<file path="config.mk">
export PLATFORM = sky130hd
export DESIGN_NAME = salct_ctrl
export DESIGN_NICKNAME = d
export VERILOG_FILES = /design/src/design/salct_pkg.sv /design/src/design/salct_ctrl.sv
export SDC_FILE = /design/constraint.sdc
export NUM_CORES = 1
export LEC_CHECK = 0
export ABC_AREA = 1
export ABC_CLOCK_PERIOD_IN_PS = 1200
export BUFFER_PORTS_ARGS = -buffer_cell sky130_fd_sc_hd__buf_2
export CORE_AREA = 10 10 47 49
export CTS_CLUSTER_SIZE = 8
export DETAILED_ROUTE_END_ITERATION = 8
export DIE_AREA = 0 0 57 59
export SYNTH_ARGS = -nofsm -noshare
export SYNTH_HDL_FRONTEND = slang
export SYNTH_SLANG_ARGS = --single-unit
</file>
<file path="constraint.sdc">
create_clock -name clk_i -period 1.2 [get_ports clk_i]
set_input_delay 0.3 -clock clk_i [delete_from_list [all_inputs] [get_ports clk_i]]
set_output_delay 0.3 -clock clk_i [all_outputs]
set_load 0.005 [all_outputs]
</file>
<file path="src/design/salct_pkg.sv">
package salct_pkg;

  // access command codes
  typedef enum logic [1:0] {
    ACC_READ  = 2'd0,
    ACC_WRITE = 2'd1,
    ACC_INVAL = 2'd2,
    ACC_NOP   = 2'd3
  } access_e;

  // fixed word field widths
  localparam int unsigned CMD_W     = 2;
  localparam int unsigned ADDR_W    = 32;
  localparam int unsigned WAY_OUT_W = 3;
  localparam int unsigned VBLK_W    = 27;

  // controller to datapath
  typedef struct packed {
    logic clr_step;  // write one reset row of the clearing pass
    logic capture;   // take the input word and read its set
    logic update;    // write back the set and load the output register
  } ctl_cmd_t;

  // datapath to controller
  typedef struct packed {
    logic clr_last;  // clearing pass is at its last row
  } ctl_stat_t;

endpackage

</file>
<file path="src/design/salct_ctrl.sv">
module salct_ctrl (
  input  logic                 clk_i,
  input  logic                 rst_ni,
  input  logic                 in_valid_i,
  input  logic                 out_ready_i,
  input  salct_pkg::ctl_stat_t stat_i,
  output logic                 in_ready_o,
  output logic                 out_valid_o,
  output salct_pkg::ctl_cmd_t  cmd_o
);

  typedef enum logic [1:0] {
    ST_CLEAR,
    ST_IDLE,
    ST_LOOKUP
  } state_e;

  state_e state_q;
  logic   in_ready_q;
  logic   out_valid_q;

  always_comb begin
    cmd_o = '0;
    unique case (state_q)
      ST_CLEAR:  cmd_o.clr_step = 1'b1;
      ST_IDLE:   cmd_o.capture  = in_valid_i;
      ST_LOOKUP: cmd_o.update   = !out_valid_q || out_ready_i;
      default:   cmd_o = '0;
    endcase
  end

  always_ff @(posedge clk_i or negedge rst_ni) begin
    if (!rst_ni) begin
      state_q     <= ST_CLEAR;
      in_ready_q  <= 1'b0;
      out_valid_q <= 1'b0;
    end else begin
      if (out_valid_q && out_ready_i) begin
        out_valid_q <= 1'b0;
      end
      unique case (state_q)
        ST_CLEAR: begin
          if (stat_i.clr_last) begin
            state_q    <= ST_IDLE;
            in_ready_q <= 1'b1;
          end
        end
        ST_IDLE: begin
          if (in_valid_i && in_ready_q) begin
            state_q    <= ST_LOOKUP;
            in_ready_q <= 1'b0;
          end
        end
        ST_LOOKUP: begin
          if (!out_valid_q || out_ready_i) begin
            state_q     <= ST_IDLE;
            in_ready_q  <= 1'b1;
            out_valid_q <= 1'b1;
          end
        end
        default: begin
          state_q    <= ST_CLEAR;
          in_ready_q <= 1'b0;
        end
      endcase
    end
  end

  assign in_ready_o  = in_ready_q;
  assign out_valid_o = out_valid_q;

endmodule

</file>
**Yosys cells after proc, flatten, opt, wreduce, memory -nomap -nowiden**

Index checks and enable logic that the tools add are counted.

- Flip-flop bits (word level): 4
- Bits in latches: 0
- RAM bits: 0
- Bits in read-only memories: 0
- Logic and storage cells: 28
- Memories: 0

- $add $sub $neg: 0
- Multiply operators: 0
- Div/mod/pow operators: 0
- $lt $le $gt $ge: 0
- Eq/ne operators: 5
- Shift-type cells: 0
- Muxes and demuxes: 14
- Bitwise gates (word level): 0
- Reductions and logical operators: 6

Operator list:

| operator | number |
|---|---|
| 1-bit 2-to-1 mux | 9 |
| 2-bit 2-to-1 mux | 3 |
| 2-bit inequality test, second input constant | 3 |
| 2-bit case mux with 3 select lines | 1 |
| 1-bit case mux with 3 select lines | 1 |
| 3-bit AND reduction | 1 |
| 2-bit by 1-bit == test with 1-bit output, second input constant | 1 |
| 2-bit == test, second input constant | 1 |
| 1-bit logical AND | 2 |
| 2-bit zero test | 1 |
| 1-bit zero test | 1 |
| 1-bit logical OR | 1 |

**Longest topological paths before layout**

- Word-level depth: 4
- Depth in mapped cells: 6
- Depth with buffers taken out: 6

**Worst setup path before layout**

OpenSTA, ideal clock, no wires.

- Path kind: reg-to-output
- From: reg state_q[0]
- To: out cmd_o[0] (netlist name)
- Arrival time: 689 ps
- Path slack: 211 ps
- Cell stages (with the launch flop): 4
- Buffers on the path: 0
- Cells stage by stage: dfrtp_1 > nor2_2 > inv_1 > nor2_1

RTL lines:

| item | line | text |
|---|---|---|
| start: declaration | salct_ctrl.sv:18 | `state_e state_q;` |
| start signal: assignment | salct_ctrl.sv:34 | `state_q <= ST_CLEAR;` |
| start signal: assignment | salct_ctrl.sv:44 | `state_q <= ST_IDLE;` |
| start signal: assignment | salct_ctrl.sv:50 | `state_q <= ST_LOOKUP;` |
| end: declaration | salct_ctrl.sv:9 | `output salct_pkg::ctl_cmd_t cmd_o` |

==> results.toml <==
[finish]
antenna-diode-count = 0
area_growth_pct = 57.49
layout_common_cells = "buf_2 (9), nand2_1 (7), inv_1 (5)"
drive_gt1_frac = 0.4318
nets = 51
stdcell_area_sq_um = 329.1
layout_commonest_cell = "buf_2"
seqCellArea_sq_um = 100.1
fillCellCount = 173
multiInputGateArea_sq_um = 86.33

[timing]
fmax_mhz = 762.6
rsz0062_at_grt = "yes"
min_period_ns = 1.311
hold_ws_ns = 0.2848
tns_ns = -0.2594
post-route-period-util = 1.093
fin_skew_ns = 0.00006706
final_hold_viol_count = 0
slew_headroom = 0.8868
setup_ws_ns = -0.1114
finalSetupViolations = 3
drv_slew = 0
tightest_slew_ns = 0.1692

[floorplanning]
die-area_sq_mm = 0.003363
start_util = 0.1491
dieHeight_um = 59
ioPinCount = 10
die_x_um = 57
row_count = 14
design.core.area_sq_mm = 0.001401

[synthesis]
postSynthCellCount = 28
synth_xor_xnor_area_share = 0
synth_compound_area_frac = 0.1078
ys.warnings.count = 0
ys_types = 11
synth_top_family_by_area = "simple AND/OR/NAND/NOR gates"
synth_mux_area_frac = 0
syn_area_sq_um = 209.0
synth.net_count = 33
synth_simple_gate_area_frac = 0.3054
synth_top_area_share = 0.4790
yosysTopAreaCell = "dfrtp_1"
seq_area_frac_synth = 0.4790
avgSynthCellArea_sq_um = 7.462
synth-seq-cells = 4
synth_area_leaders = "dfrtp_1 (48%), nand2_1 (13%), inv_1 (9.0%)"
synth-adder-area-share = 0

[power_and_ir_drop]
power_frac_clock = 0.208
p_leak_uw = 0.0001911
combPwrFrac = 0.472
peakVddDrop_uv = 616.8
seqPwrFrac = 0.320
switching_share = 0.3750
powerDensity_mw_per_mm2 = 2375
p_total_uw = 781.6
p_sw_uw = 293.1
p_int_uw = 488.5

[route]
vias = 228
viasPerCell = 3.800
wl_per_cell_um = 8.667
first_iter_violations = 6
drt-total-wl_um = 520
firstDrtPassIters = 4
antenna_left = 0
wl_met1_um = 203
dr.max_layer_used = "met3"
dr_wl_met2_um = 300
post-route-drc-count = 0
dr_wl_met3_um = 17

[placement]
post-place-ws_ns = 0.09084
dpl_cell_area_sq_um = 274.0
port_buffers = 9
gp_congestion = 0.6880
hpwlAfterDp_um = 445

[clock_tree]
cts.clk_slew.worst_paths_ns = 0.04
cts.sinks = 4
cts_resized = 0
worstSkewPairLatency_ns = 0.23
htreeDepth = 1
clockBufferDepth = 2
cts_root_buf = "clkbuf_4"
numCtsBuffers = 3
cts_tree = "built"

[critical_path]
start_kind = "flop"
worstSetupPathType = "flop to output pin"
max_stage_delay_ns = 0.41
rr_endpoint = "in_ready_o$_DFFE_PN0P_"
critPathMaxFanout = 5
timing.rr.start = "state_q[1]$_DFFE_PN0P_"
cp_top_family = "flip-flops"
cp.arrival_ns = 1.01
cp.required_ns = 0.90
endpoint_kind = "output pin"
slowest_stage = "dfrtp_1"
reg2reg_slack_ns = 0.21
crit_chain = "nor2_2 -> inv_1 -> nor2_1 -> buf_2"
r2r_cells = 7
path_buf_inv = 2

[grt]
antenna_found_initial = 0
grt_max_degree = 6
grt_pass1_wl_um = 848
grt.overflow.total = 0
grt_usage = 0.03456
first_global_vias = 244

[status]
outcome = "finished, violations left"
violations = "negative setup slack"

[run]
timing.max_cap.violations = 0

[hold_path]
worst_hold_startpoint = "out_ready_i"
min_delay_path_depth = 2
whs_endpoint = "out_valid_o$_DFF_PN0_"
hold_class = "primary input to flop"
[cell usage after synthesis]
master and n:
dfrtp_1 4, inv_2 1, inv_1 5, o211ai_2 1
nor2_1 4, o21ai_1 1, nand2_2 1, o21ai_0 1
nor2_2 1, nand2_1 7, nand3_1 2
[flip-flops by register name (all words and copies together), names as in the netlist]
register,flops
in_ready_o,1
out_valid_o,1
state_q,2
[worst max-delay path by stage]
stage | startpoint | to | slack (ns) | cells past startpoint
2_1_floorplan | state_q[0]$_DFFE_PN0P_ | cmd_o[0] | 0.21 | 3
3_3_place_gp | state_q[0]$_DFFE_PN0P_ | cmd_o[0] | 0.09 | 4
3_5_place_dp | state_q[0]$_DFFE_PN0P_ | cmd_o[0] | 0.09 | 4
4_1_cts | state_q[0]$_DFFE_PN0P_ | cmd_o[0] | -0.13 | 4
5_1_grt | state_q[0]$_DFFE_PN0P_ | cmd_o[0] | -0.20 | 4
6_report | state_q[0]$_DFFE_PN0P_ | cmd_o[0] | -0.11 | 4
[per-stage QoR]
stage / utilization / std cells
6_report: 0.2348 / 60
5_1_grt: 0.2348 / 60
3_3_place_gp: 0.1955 / 53
2_1_floorplan: - / 28
3_5_place_dp: 0.1955 / 53
4_1_cts: 0.2348 / 60
[layer usage]
layer  vias up  GRT usage
li1        119          -
met1       105    0.02372
met2         4    0.06047
met3         0    0.01931
met4         0    0.04027
met5         -          0
[final cells by class]
type	count	share of cell area
inverters	6	0.06844
flip-flops and latches	4	0.3042
clock buffers	3	0.06844
well taps	16	0.06084
multi-input cells	18	0.2624
repair buffers	13	0.2357
[cells by family (layout without fill, tap and decap cells)]
group           after synthesis  after routing
simple gates                 15             15
flops                         4              4
buf+inv                       6             22
compound gates                3              3
[timing repair]
item                                    4_1_cts  5_1_grt
hold buffers                                  1        0
hold endpoints to repair                      4        0
endpoints found under the setup margin        3        3
pin swaps                                     1        0
setup buffers                                 3        0
[worst register-to-register path, stage by stage (launching register included)]
cell     delay, ns
dfrtp_1       0.38
inv_2         0.08
nor2_2        0.04
buf_4         0.13
nand2_2       0.07
nand3_1       0.07
nand2_1       0.06
nand2_1       0.04
[power by group through the flow]
stage	clock network, uW	registers, uW	logic (uW)
finish	162	250	369
global route	184	256	423
CTS	173	250	378
detailed placement	0	257	322
global placement	0	258	313
floorplan	0	257	192
Power figures use the tool's default switching activity.
